File: src/design/knn_pkg.sv
// Shared types and constants for the nearest-neighbor vote classifier.
// Used by every module of the design; depends on nothing else.
package knn_pkg;

    localparam int FEAT_W      = 16;
    localparam int DIST_W      = 34;
    localparam int LABEL_W     = 2;
    localparam int OUT_W       = 2;
    localparam int FIELD_COUNT = 4;
    localparam int CFG_IDX_W   = 2;
    localparam int CFG_DATA_W  = 16;

    typedef logic signed [FEAT_W-1:0] feat_t;
    typedef logic [DIST_W-1:0]        dist_t;
    typedef logic [LABEL_W-1:0]       label_t;

    // Largest squared distance that four Q8.8 differences can produce.
    localparam dist_t DIST_MAX = 34'd17179344900;
    // Reset value of an empty list slot.
    localparam dist_t DIST_FAR = '1;

    typedef enum logic [CFG_IDX_W-1:0] {
        CFG_QUERY_X0,
        CFG_QUERY_X1,
        CFG_QUERY_X2,
        CFG_QUERY_X3
    } cfg_idx_t;

    // One beat handed from the distance pipeline to the sorted list.
    typedef struct packed {
        logic   load;
        logic   last;
        logic   keep;
        label_t label;
        dist_t  dist_sq;
    } ins_t;

endpackage

File: src/design/knn_sq_lane.sv
// One feature lane: difference to the query and its registered square.
// Depends on knn_pkg.
module knn_sq_lane (
    input  logic          clk,
    input  logic          en,
    input  knn_pkg::feat_t feature,
    input  knn_pkg::feat_t query,
    output knn_pkg::dist_t square
);
    import knn_pkg::*;

    logic signed [FEAT_W:0]   diff;
    logic signed [DIST_W-1:0] prod;
    dist_t                    sq_reg;

    always_comb
    begin
        diff = {feature[FEAT_W-1], feature} - {query[FEAT_W-1], query};
        prod = DIST_W'(diff) * DIST_W'(diff);
    end

    always_ff @(posedge clk)
    begin
        if (en)
        begin
            sq_reg <= dist_t'($unsigned(prod));
        end
    end

    assign square = sq_reg;

endmodule

File: src/design/knn_list.sv
// Sorted list of the nearest points with parallel insertion.
// Depends on knn_pkg; presents the post-insert list to the vote stage.
module knn_list #(
    parameter int NEIGHBOURS = 3
) (
    input  logic                                      clk,
    input  logic                                      rst_n,
    input  knn_pkg::ins_t                             ins,
    output logic [NEIGHBOURS-1:0][knn_pkg::LABEL_W-1:0] view_label,
    output logic [NEIGHBOURS-1:0]                     view_valid,
    output knn_pkg::dist_t                            view_dist0
);
    import knn_pkg::*;

    dist_t                 dist_reg  [NEIGHBOURS];
    label_t                label_reg [NEIGHBOURS];
    logic [NEIGHBOURS-1:0] valid_reg;

    dist_t                 dist_next  [NEIGHBOURS];
    label_t                label_next [NEIGHBOURS];
    logic [NEIGHBOURS-1:0] valid_next;
    logic [NEIGHBOURS-1:0] take;

    // A slot takes the new point or the one shifted from above it when the
    // new distance is strictly smaller, so an equal distance keeps the older
    // point ahead. Empty slots take any point that is kept.
    always_comb
    begin
        for (int i = 0; i < NEIGHBOURS; i++)
        begin
            take[i] = ins.keep && (!valid_reg[i] || (ins.dist_sq < dist_reg[i]));
        end
        for (int i = 0; i < NEIGHBOURS; i++)
        begin
            dist_next[i]  = dist_reg[i];
            label_next[i] = label_reg[i];
            valid_next[i] = valid_reg[i];
            if (take[i])
            begin
                if (i == 0)
                begin
                    dist_next[i]  = ins.dist_sq;
                    label_next[i] = ins.label;
                    valid_next[i] = 1'b1;
                end
                else if (!take[i-1])
                begin
                    dist_next[i]  = ins.dist_sq;
                    label_next[i] = ins.label;
                    valid_next[i] = 1'b1;
                end
                else
                begin
                    dist_next[i]  = dist_reg[i-1];
                    label_next[i] = label_reg[i-1];
                    valid_next[i] = valid_reg[i-1];
                end
            end
        end
        for (int i = 0; i < NEIGHBOURS; i++)
        begin
            view_label[i] = label_next[i];
        end
        view_valid = valid_next;
        view_dist0 = valid_next[0] ? dist_next[0] : '0;
    end

    always_ff @(posedge clk or negedge rst_n)
    begin
        if (!rst_n)
        begin
            valid_reg <= '0;
            for (int i = 0; i < NEIGHBOURS; i++)
            begin
                dist_reg[i]  <= DIST_FAR;
                label_reg[i] <= '0;
            end
        end
        else if (ins.load)
        begin
            if (ins.last)
            begin
                valid_reg <= '0;
                for (int i = 0; i < NEIGHBOURS; i++)
                begin
                    dist_reg[i]  <= DIST_FAR;
                    label_reg[i] <= '0;
                end
            end
            else
            begin
                valid_reg <= valid_next;
                for (int i = 0; i < NEIGHBOURS; i++)
                begin
                    dist_reg[i]  <= dist_next[i];
                    label_reg[i] <= label_next[i];
                end
            end
        end
    end

endmodule

File: src/design/knn_vote.sv
// Vote stage: snapshot of the final list, label count and majority pick,
// and the output register. Depends on knn_pkg.
module knn_vote #(
    parameter int NEIGHBOURS  = 3,
    parameter int NUM_CLASSES = 3
) (
    input  logic                                      clk,
    input  logic                                      rst_n,
    input  logic                                      snap_load,
    input  logic [NEIGHBOURS-1:0][knn_pkg::LABEL_W-1:0] view_label,
    input  logic [NEIGHBOURS-1:0]                     view_valid,
    input  knn_pkg::dist_t                            view_dist0,
    input  logic                                      out_ready,
    output logic                                      out_valid,
    output logic [knn_pkg::OUT_W-1:0]                 vote_class,
    output logic [knn_pkg::OUT_W-1:0]                 winning_votes,
    output knn_pkg::dist_t                            nearest_distance,
    output logic [knn_pkg::OUT_W-1:0]                 neighbours_used,
    output logic                                      snap_busy
);
    import knn_pkg::*;

    localparam int CNT_W = $clog2(NEIGHBOURS + 1);
    localparam int CLS_W = $clog2(NUM_CLASSES);

    logic                                  snap_valid_reg;
    logic [NEIGHBOURS-1:0][LABEL_W-1:0]    snap_label_reg;
    logic [NEIGHBOURS-1:0]                 snap_used_reg;
    dist_t                                 snap_dist_reg;

    logic                                  out_valid_reg;
    logic [OUT_W-1:0]                      class_reg;
    logic [OUT_W-1:0]                      votes_reg;
    dist_t                                 dist_reg;
    logic [OUT_W-1:0]                      used_reg;

    logic                                  snap_move;
    logic [CNT_W-1:0]                      counts [NUM_CLASSES];
    logic [CLS_W-1:0]                      win;
    logic [CNT_W-1:0]                      win_votes;
    logic [CNT_W-1:0]                      used_cnt;

    assign snap_move = snap_valid_reg && (!out_valid_reg || out_ready);
    assign snap_busy = snap_valid_reg && !snap_move;

    always_comb
    begin
        for (int c = 0; c < NUM_CLASSES; c++)
        begin
            counts[c] = '0;
            for (int i = 0; i < NEIGHBOURS; i++)
            begin
                if (snap_used_reg[i] && (int'(snap_label_reg[i]) == c))
                begin
                    counts[c] = counts[c] + CNT_W'(1);
                end
            end
        end
        // Strictly greater replaces, so a tie stays with the lower class.
        win       = '0;
        win_votes = counts[0];
        for (int c = 1; c < NUM_CLASSES; c++)
        begin
            if (counts[c] > win_votes)
            begin
                win       = CLS_W'(c);
                win_votes = counts[c];
            end
        end
        used_cnt = CNT_W'($countones(snap_used_reg));
    end

    always_ff @(posedge clk or negedge rst_n)
    begin
        if (!rst_n)
        begin
            snap_valid_reg <= 1'b0;
            out_valid_reg  <= 1'b0;
        end
        else
        begin
            snap_valid_reg <= snap_load || (snap_valid_reg && !snap_move);
            out_valid_reg  <= snap_move || (out_valid_reg && !out_ready);
        end
    end

    always_ff @(posedge clk)
    begin
        if (snap_load)
        begin
            snap_label_reg <= view_label;
            snap_used_reg  <= view_valid;
            snap_dist_reg  <= view_dist0;
        end
        if (snap_move)
        begin
            class_reg <= OUT_W'(win);
            votes_reg <= OUT_W'(win_votes);
            dist_reg  <= snap_dist_reg;
            used_reg  <= OUT_W'(used_cnt);
        end
    end

    assign out_valid        = out_valid_reg;
    assign vote_class       = class_reg;
    assign winning_votes    = votes_reg;
    assign nearest_distance = dist_reg;
    assign neighbours_used  = used_reg;

endmodule

File: src/design/knn_nearest_vote_classifier_core.sv
// Top level of the streaming nearest-neighbor vote classifier.
// Depends on knn_pkg, knn_sq_lane, knn_list and knn_vote.

// The block takes one training point per beat and sustains one beat per
// cycle while input ready is high. A point passes the feature lanes (one
// difference and one 17 by 17 bit square per feature, side by side, each
// square registered), the merging adder that sums the lane squares into a
// registered 34-bit distance, and the sorted list, where every slot
// compares the new distance in parallel and the whole list shifts at once.
// A point whose class label is not a valid class leaves the list untouched.
// The beat marked last snapshots the list after its own insertion, clears
// the list, and the vote result then moves into the output register when
// that register is empty or being read. The vote counts only filled slots;
// a tie goes to the lowest class, and an empty list gives all-zero fields.
// A result waiting in the output register does not stop training points;
// input ready drops only when a second last point reaches the list while a
// previous result is still waiting on both the vote snapshot and the output
// register. Query registers are to be written by the user through the plain
// write port only while the block is idle; the block does not enforce this.
module knn_nearest_vote_classifier_core #(
    parameter int NEIGHBOURS   = 3,
    parameter int NUM_FEATURES = 4,
    parameter int NUM_CLASSES  = 3
) (
    input  logic                               clk,
    input  logic                               rst_n,
    input  logic                               cfg_wen,
    input  logic [knn_pkg::CFG_IDX_W-1:0]      cfg_index,
    input  logic [knn_pkg::CFG_DATA_W-1:0]     cfg_wdata,
    input  logic                               in_valid,
    output logic                               in_ready,
    input  knn_pkg::feat_t                     feature_a,
    input  knn_pkg::feat_t                     feature_b,
    input  knn_pkg::feat_t                     feature_c,
    input  knn_pkg::feat_t                     feature_d,
    input  knn_pkg::label_t                    class_label,
    input  logic                               is_last,
    output logic                               out_valid,
    input  logic                               out_ready,
    output logic [knn_pkg::OUT_W-1:0]          vote_class,
    output logic [knn_pkg::OUT_W-1:0]          winning_votes,
    output knn_pkg::dist_t                     nearest_distance,
    output logic [knn_pkg::OUT_W-1:0]          neighbours_used
);
    import knn_pkg::*;

    // Only four feature fields exist, so at most four lanes are built.
    localparam int USED_F = (NUM_FEATURES < FIELD_COUNT) ? NUM_FEATURES : FIELD_COUNT;

    feat_t  query_reg [FIELD_COUNT];
    feat_t  feat      [FIELD_COUNT];
    dist_t  square    [USED_F];

    logic   st1_valid_reg;
    logic   st1_last_reg;
    label_t st1_label_reg;

    logic   st2_valid_reg;
    logic   st2_last_reg;
    label_t st2_label_reg;
    dist_t  st2_dist_reg;

    dist_t  dist_sum;
    logic   in_accept;
    logic   adv1;
    logic   adv2;
    logic   stall_ins;
    logic   snap_busy;
    ins_t   ins;

    logic [NEIGHBOURS-1:0][LABEL_W-1:0] view_label;
    logic [NEIGHBOURS-1:0]              view_valid;
    dist_t                              view_dist0;

    // Query registers. Every index selects one of the four query registers.
    always_ff @(posedge clk or negedge rst_n)
    begin
        if (!rst_n)
        begin
            for (int i = 0; i < FIELD_COUNT; i++)
            begin
                query_reg[i] <= '0;
            end
        end
        else if (cfg_wen)
        begin
            case (cfg_idx_t'(cfg_index))
                CFG_QUERY_X0: query_reg[0] <= feat_t'(cfg_wdata);
                CFG_QUERY_X1: query_reg[1] <= feat_t'(cfg_wdata);
                CFG_QUERY_X2: query_reg[2] <= feat_t'(cfg_wdata);
                CFG_QUERY_X3: query_reg[3] <= feat_t'(cfg_wdata);
                default: ;
            endcase
        end
    end

    assign feat[0] = feature_a;
    assign feat[1] = feature_b;
    assign feat[2] = feature_c;
    assign feat[3] = feature_d;

    // Pipeline flow: the only stall source is a last point that cannot
    // hand its snapshot to the vote stage.
    assign stall_ins = st2_last_reg && snap_busy;
    assign adv2      = !st2_valid_reg || !stall_ins;
    assign adv1      = !st1_valid_reg || adv2;
    assign in_ready  = adv1;
    assign in_accept = in_valid && in_ready;

    // Feature lanes.
    for (genvar g = 0; g < USED_F; g++)
    begin : g_lane
        knn_sq_lane u_lane (
            .clk     (clk),
            .en      (in_accept),
            .feature (feat[g]),
            .query   (query_reg[g]),
            .square  (square[g])
        );
    end

    // Merging stage: sum of the lane squares.
    always_comb
    begin
        dist_sum = '0;
        for (int i = 0; i < USED_F; i++)
        begin
            dist_sum = dist_sum + square[i];
        end
    end

    always_ff @(posedge clk or negedge rst_n)
    begin
        if (!rst_n)
        begin
            st1_valid_reg <= 1'b0;
            st2_valid_reg <= 1'b0;
        end
        else
        begin
            if (adv1)
            begin
                st1_valid_reg <= in_accept;
            end
            if (adv2)
            begin
                st2_valid_reg <= st1_valid_reg;
            end
        end
    end

    always_ff @(posedge clk)
    begin
        if (in_accept)
        begin
            st1_last_reg  <= is_last;
            st1_label_reg <= class_label;
        end
        if (st1_valid_reg && adv2)
        begin
            st2_last_reg  <= st1_last_reg;
            st2_label_reg <= st1_label_reg;
            st2_dist_reg  <= dist_sum;
        end
    end

    always_comb
    begin
        ins.load    = st2_valid_reg && !stall_ins;
        ins.last    = st2_last_reg;
        ins.keep    = int'(st2_label_reg) < NUM_CLASSES;
        ins.label   = st2_label_reg;
        ins.dist_sq = st2_dist_reg;
    end

    knn_list #(
        .NEIGHBOURS (NEIGHBOURS)
    ) u_list (
        .clk        (clk),
        .rst_n      (rst_n),
        .ins        (ins),
        .view_label (view_label),
        .view_valid (view_valid),
        .view_dist0 (view_dist0)
    );

    knn_vote #(
        .NEIGHBOURS  (NEIGHBOURS),
        .NUM_CLASSES (NUM_CLASSES)
    ) u_vote (
        .clk              (clk),
        .rst_n            (rst_n),
        .snap_load        (ins.load && ins.last),
        .view_label       (view_label),
        .view_valid       (view_valid),
        .view_dist0       (view_dist0),
        .out_ready        (out_ready),
        .out_valid        (out_valid),
        .vote_class       (vote_class),
        .winning_votes    (winning_votes),
        .nearest_distance (nearest_distance),
        .neighbours_used  (neighbours_used),
        .snap_busy        (snap_busy)
    );

    // The winner is always a real class.
    a_class_range: assert property (@(posedge clk) disable iff (!rst_n)
        out_valid |-> (int'(vote_class) < NUM_CLASSES))
        else $error("vote class out of range");

    // No squared distance can exceed the largest four-square sum.
    a_dist_range: assert property (@(posedge clk) disable iff (!rst_n)
        out_valid |-> (nearest_distance <= DIST_MAX))
        else $error("nearest distance out of range");

    // An empty list votes nothing, picks class zero and reports no distance.
    a_empty_vote: assert property (@(posedge clk) disable iff (!rst_n)
        (out_valid && (NEIGHBOURS < 4) && (neighbours_used == '0))
        |-> ((winning_votes == '0) && (nearest_distance == '0)
             && (vote_class == '0)))
        else $error("empty list produced a vote");

    // The winner cannot hold more votes than there were voters.
    a_votes_bound: assert property (@(posedge clk) disable iff (!rst_n)
        (out_valid && (NEIGHBOURS < 4)) |-> (winning_votes <= neighbours_used))
        else $error("winning votes exceed voters");

endmodule
File: config.mk
export PLATFORM = sky130hd
export DESIGN_NAME = knn_nearest_vote_classifier_core
export DESIGN_NICKNAME = d
export VERILOG_FILES = /design/src/design/knn_pkg.sv /design/src/design/knn_sq_lane.sv /design/src/design/knn_list.sv /design/src/design/knn_vote.sv /design/src/design/knn_nearest_vote_classifier_core.sv
export SDC_FILE = /design/constraint.sdc
export NUM_CORES = 2
export LEC_CHECK = 0
export ABC_AREA = 1
export BUFFER_PORTS_ARGS = -buffer_cell sky130_fd_sc_hd__buf_2
export CAP_MARGIN = 20
export CORE_AREA = 4 4 364 366
export DETAILED_ROUTE_END_ITERATION = 8
export DIE_AREA = 0 0 368 370
export HOLD_SLACK_MARGIN = 0.12
export PLACE_DENSITY = 0.66
export SLEW_MARGIN = 20
export SYNTH_ARGS = -nofsm -noshare
export SYNTH_HDL_FRONTEND = slang
export SYNTH_SLANG_ARGS = --single-unit
File: constraint.sdc
create_clock -name clk -period 7.84 [get_ports clk]
set_input_delay 0 -clock clk [delete_from_list [all_inputs] [get_ports clk]]
set_output_delay 0 -clock clk [all_outputs]
set_load 0.02 [all_outputs]
# Yosys cells after proc, flatten, opt, wreduce, memory -nomap -nowiden
# Index checks and enable logic that the tools add are counted.
[totals]
regBits = 438
output_inout_bits = 42
wordCells = 146
[op_classes]
add_sub_neg = 15
multipliers = 4
n_lt_le_gt_ge = 6
n_eq_ne = 9
n_mux = 30
n_reduce_logical = 49
[op_table]
columns = ["cell", "n"]
rows = [
  ["two-way mux 34 bit", 5],
  ["multiplier 17 x 17 -> 34 bit", 4],
  ["adder 34 bit", 3],
  ["less-than comparator 34 bit", 3],
  ["two-way mux 102 bit", 1],
  ["subtractor 16 x 16 -> 17 bit", 4],
  ["two-way mux 2 bit", 13],
  ["logical AND 1 bit", 20],
  ["== test 2 bit (second input constant)", 8],
  ["AND reduction 2 bit", 6],
  ["logical NOT 1 bit", 9],
  ["two-way mux 1 bit", 9],
  ["logical NOT 2 bit", 4],
  ["logical OR 1 bit", 8],
  ["adder 1 x 1 -> 2 bit (second input constant)", 3],
  ["adder 2 x 1 -> 2 bit (second input constant)", 3],
  ["two-way mux 6 bit", 1],
  ["greater-than comparator 2 bit", 2],
  ["nonzero test 2 bit", 2],
  ["two-way mux 3 bit", 1],
  ["adder 1 x 1 -> 2 bit", 1],
  ["adder 2 x 1 -> 2 bit", 1],
  ["== test 2 x 1 -> 1 bit (second input constant)", 1],
  ["less-than comparator 2 bit (second input constant)", 1],
]

# Longest topological paths before layout
[logic_depth]
ltp_word = 11
depth_mapped = 38

# By module
# A second synthesis with hierarchy kept.
[unflattened]
hier_cells = 8696
area_unflattened_um2 = 70153.5
[modules_own_cells]
columns = ["mod", "n_inst", "cells_per_inst", "area_per_inst_um2", "seq_area_each_um2"]
rows = [
  ["knn_sq_lane at g_lane[1].u_lane ...", 2, 1553, 12593.3, 991.0],
  ["knn_sq_lane at g_lane[0].u_lane", 1, 1555, 12589.6, 991.0],
  ["knn_sq_lane at g_lane[3].u_lane", 1, 1550, 12493.2, 991.0],
  ["knn_list", 1, 1261, 8792.2, 2905.3],
  ["knn_nearest_vote_classifier_core", 1, 1055, 8047.7, 2852.7],
  ["knn_vote", 1, 169, 3044.2, 2542.4],
]

# Worst setup path after synthesis
# No wires, ideal clock.
[synth_timing]
kind = "register to register"
startpoint = "register u_vote.out_valid_reg (netlist: u_vote.out_valid)"
endpoint = "register g_lane[0].u_lane.sq_reg[0] (enable)"
setup_time_ns = 0.633
t_arrival_ns = 6.482
t_required_ns = 7.207
path_slack_ns = 0.724
stages_incl_launch_ff = 8
n_path_buf = 0
synth_period_minus_slack_ns = 7.116
cell_sequence = "dfrtp_1 -> nand2_1 -> nor2_1 -> inv_1 -> nor2_1 -> nand2_1 -> nor2_1 -> nor2_1"
[synth_between]
elab_chain_cells = 10
[synth_lines]
columns = ["item", "line", "text"]
rows = [
  ["start: declaration", "knn_vote.sv:31", "logic out_valid_reg;"],
  ["start signal: assignment", "knn_vote.sv:83", "out_valid_reg <= snap_move || (out_valid_reg && !out_ready);"],
  ["logical NOT 1 bit", "knn_vote.sv:43", "assign snap_move = snap_valid_reg && (!out_valid_reg || out_ready);"],
  ["logical OR 1 bit", "knn_vote.sv:43", ""],
  ["logical AND 1 bit", "knn_vote.sv:43", ""],
  ["logical NOT 1 bit", "knn_vote.sv:44", "assign snap_busy = snap_valid_reg && !snap_move;"],
  ["logical AND 1 bit", "knn_vote.sv:44", ""],
  ["logical AND 1 bit", "knn_nearest_vote_classifier_core.sv:104", "assign stall_ins = st2_last_reg && snap_busy;"],
  ["logical NOT 1 bit", "knn_nearest_vote_classifier_core.sv:105", "assign adv2 = !st2_valid_reg || !stall_ins;"],
  ["logical OR 1 bit", "knn_nearest_vote_classifier_core.sv:105", ""],
  ["logical OR 1 bit", "knn_nearest_vote_classifier_core.sv:106", "assign adv1 = !st1_valid_reg || adv2;"],
  ["logical AND 1 bit", "knn_nearest_vote_classifier_core.sv:108", "assign in_accept = in_valid && in_ready;"],
  ["via g_lane[0].u_lane.en", "knn_sq_lane.sv:5", "input logic en,"],
  ["end signal: assignment", "knn_sq_lane.sv:26", "sq_reg <= dist_t'($unsigned(prod));"],
  ["end: declaration", "knn_sq_lane.sv:14", "dist_t sq_reg;"],
]
# The timed path passes the listed nets, and every way through them passes these cells.
# A chain may end at the register's enable or synchronous reset.

# Worst setup path in the final report
[layout_timing]
startpoint = "register query_reg[0] (netlist bit)"
endpoint = "register g_lane[3].u_lane.sq_reg[28] (data pin)"
[layout_between]
elab_chain_cells = 2
[layout_lines]
columns = ["item", "line", "text"]
rows = [
  ["start: declaration", "knn_nearest_vote_classifier_core.sv:50", "feat_t query_reg [FIELD_COUNT];"],
  ["subtractor 16 x 16 -> 17 bit", "knn_sq_lane.sv:18", "diff = {feature[FEAT_W-1], feature} - {query[FEAT_W-1], query};"],
  ["multiplier 17 x 17 -> 34 bit", "knn_sq_lane.sv:19", "prod = DIST_W'(diff) * DIST_W'(diff);"],
  ["via g_lane[3].u_lane.prod[28]", "knn_sq_lane.sv:13", "logic signed [DIST_W-1:0] prod;"],
  ["end signal: assignment", "knn_sq_lane.sv:26", ""],
  ["end: declaration", "knn_sq_lane.sv:14", ""],
]
# The timed path passes the listed nets, and every way through them passes these cells.

==> impl_metrics.tcl <==
set metrics [dict create \
    outcome "finished, final reports clean" \
    synth_cell_types 65 \
    synth_seq_cells 434 \
    num-nets-final 9243 \
    antenna_found_initial 11 \
    worst_slew_pin_slew_ns 1.092 \
    setup_viol 0 \
    tritoncts "yes" \
    grt_max_degree 136 \
    synthFlopType "edfxtp_1" \
    die_area_sq_um 136200 \
    clk_pin_slew_ns 0.06 \
    grt_pass1_wl_microns 275600 \
    grt_pass1_vias 50730 \
    start_util 0.4986 \
    clkLatencyLatePin_ns 0.63 \
    whs_ns 0.2039 \
    seqCellArea_sq_um 12260 \
    finalWorstSetupSlack_ns 0.3244 \
    final_layout_size_suffix_gt1_frac 0.08065 \
    cts_inserted_buffers 50 \
    critPathMaxStageDelay_ns 0.55 \
    htree_levels 2 \
    yosysTopAreaCell "fa_1" \
    multi_input_area_sq_um 44740 \
    avgRoutedWirePerCell_microns 18.40 \
    port_buffers 131 \
    first_iter_violations 3489 \
    fmaxAchievable_mhz 133.1 \
    synthCells 7230 \
    critPathArrivalTime_ns 7.88 \
    hold_class "in2reg" \
    ant_nets 0 \
    routed_via_density 5.150 \
    endpoint_kind "register" \
    io_pins 132 \
    avgSynthCellArea_sq_um 8.906 \
    seq_area_frac_synth 0.1905 \
    fin_crit_sh 0.9586 \
    path_common_cell "fa_1" \
    vias 47630 \
    finalHoldViolCount 0 \
    synth_edf_count 255 \
    crit_slowest_cell "fa_1" \
    dp_hpwl_microns 142400 \
    core_sq_um 129200 \
    post-place-ws_ns 0.009709 \
    criticalPathCategory "reg2reg" \
    area_growth_pct 9.028 \
    fillCellCount 11870 \
    relSlewSlack 0.2723 \
    dpl-instance-area_sq_um 67740 \
    drt_wl_total_microns 170200 \
    synth_area_leaders "fa_1, edfxtp_1, inv_1" \
    rsz0062_at_grt "yes" \
    finClkSkew_ns 0.02821 \
    design_area_sq_um 70200 \
    stdcell_count 9249 \
    drc 0 \
    firstDrtPassIters 8 \
    crit_path_start_kind "register" \
    async_flop_share 0.4124 \
    core.rowCount 132 \
    critPathMaxFanout 10 \
    slew_violations 0 \
    gp_congestion 0.9794 \
    root_buffer "clkbuf_16" \
    fp.dieW_microns 368 \
    maxCapViolations 0 \
    grtUsageTotal 0.2573 \
    yosys.area.top_type_share 0.3582 \
    synth_area_sq_um 64390 \
    clock_sink_count 434 \
    dp_cells 9113 \
    overflow 0 \
    largest_register_ffs 132 \
    die_h_microns 370 \
    required_ns 8.21 \
    ys_warn_count 0 \
    fin_crit_ns 7.516 \
    clk_path_buf_depth 3 \
]
[worst max-delay path, delay by kind of cell (launching register included)]
kind	cells	cell delay (ns)
compound gates	5	1.14
xor+xnor	1	0.10
flops	1	0.38
simple gates	8	1.02
fa+ha+maj	9	4.13
buf+inv	5	0.48
[what timing repair did]
action	4_1_cts	5_1_grt
resized for setup	1	85
hold endpoints to repair	158	0
pin swaps	0	2
setup buffers	0	6
setup endpoints to repair	1	48
hold buffers	32	0
[placed cells by master, fill, tap and decap left out, drive strengths merged, types with 77 or more instances in the layout]
cell type	n
edfxtp	255
nor2	726
inv	1877
dfstp	102
xor2	148
a21oi	315
o21ai	309
fa	1152
nand3	125
ha	539
buf	282
dfrtp	77
nand2	1134
[worst paths after layout]
kind / to / start / depth (start not counted) / slack [ns]
min in group asynchronous: u_list.dist_reg[72] / rst_n / 2 / 0.24
worst max register to register: g_lane[3].u_lane.square[28] / query_reg[0] / 28 / 0.32
worst max-delay path: g_lane[3].u_lane.square[28] / query_reg[0] / 28 / 0.32
worst min register to register: u_vote.nearest_distance[22] / u_vote.snap_dist_reg[22] / 0 / 0.42
worst min-delay path: u_vote.out_valid / out_ready / 5 / 0.20
max in group asynchronous: u_list.label_reg[1] / rst_n / 3 / 6.61
[per-layer routing]
metal | routed length (microns) | track usage | up-vias
li1 | - | - | 22180
met1 | 72290 | 0.3480 | 23740
met2 | 80910 | 0.4335 | 1418
met3 | 11130 | 0.03815 | 279
met4 | 5792 | 0.07377 | 14
met5 | 94 | 0 | -
[final cells by class]
class / instances / share of cell area
Clock buffer: 55 / 0.01839
Sequential cell: 434 / 0.1747
Inverter: 1884 / 0.1008
Tap cell: 1742 / 0.03105
Timing Repair Buffer: 314 / 0.03087
Antenna cell: 5 / 0.0001782
Clock inverter: 37 / 0.006755
Multi-Input combinational cell: 4778 / 0.6372
[cell usage after synthesis, types with 11 or more instances]
library cell	n
a21boi_0	11
clkinv_1	12
a21oi_1	311
dfstp_2	102
edfxtp_1	255
or2_2	16
nor3_1	34
o21a_1	16
buf_4	12
fa_1	1152
inv_1	1864
a21o_1	38
nor2_1	724
xor2_1	140
nand3_1	123
nand2_1	1128
xnor2_1	71
ha_1	539
clkbuf_1	69
nand4_1	37
o21ai_0	296
o21bai_1	22
dfrtp_1	77
buf_2	51
[logic make-up (layout without fill, tap and decap cells)]
group / Yosys count / count (layout) / share of synthesized area
DFF: 434 / 434 / 0.1905
xor gates and xnor gates: 221 / 221 / 0.03140
adders and majority gates: 1691 / 1691 / 0.4629
AOI/OAI and AO/OA: 765 / 765 / 0.06614
and+or+nand+nor: 2097 / 2097 / 0.1292
other: 2 / 8 / 0.0001166
muxes: 1 / 1 / 0.0001555
buffers and inverters: 2019 / 2290 / 0.1197
[metrics by stage]
step	utilization	setup TNS, ns
2_1_floorplan	-	0
3_3_place_gp	0.5245	0
3_5_place_dp	0.5245	0
4_1_cts	0.5407	0
5_1_grt	0.5435	-0.09437
6_report	0.5436	0
Power is not shown: default switching activity piles up to over one toggle a cycle in this logic, so the estimate is an artifact.
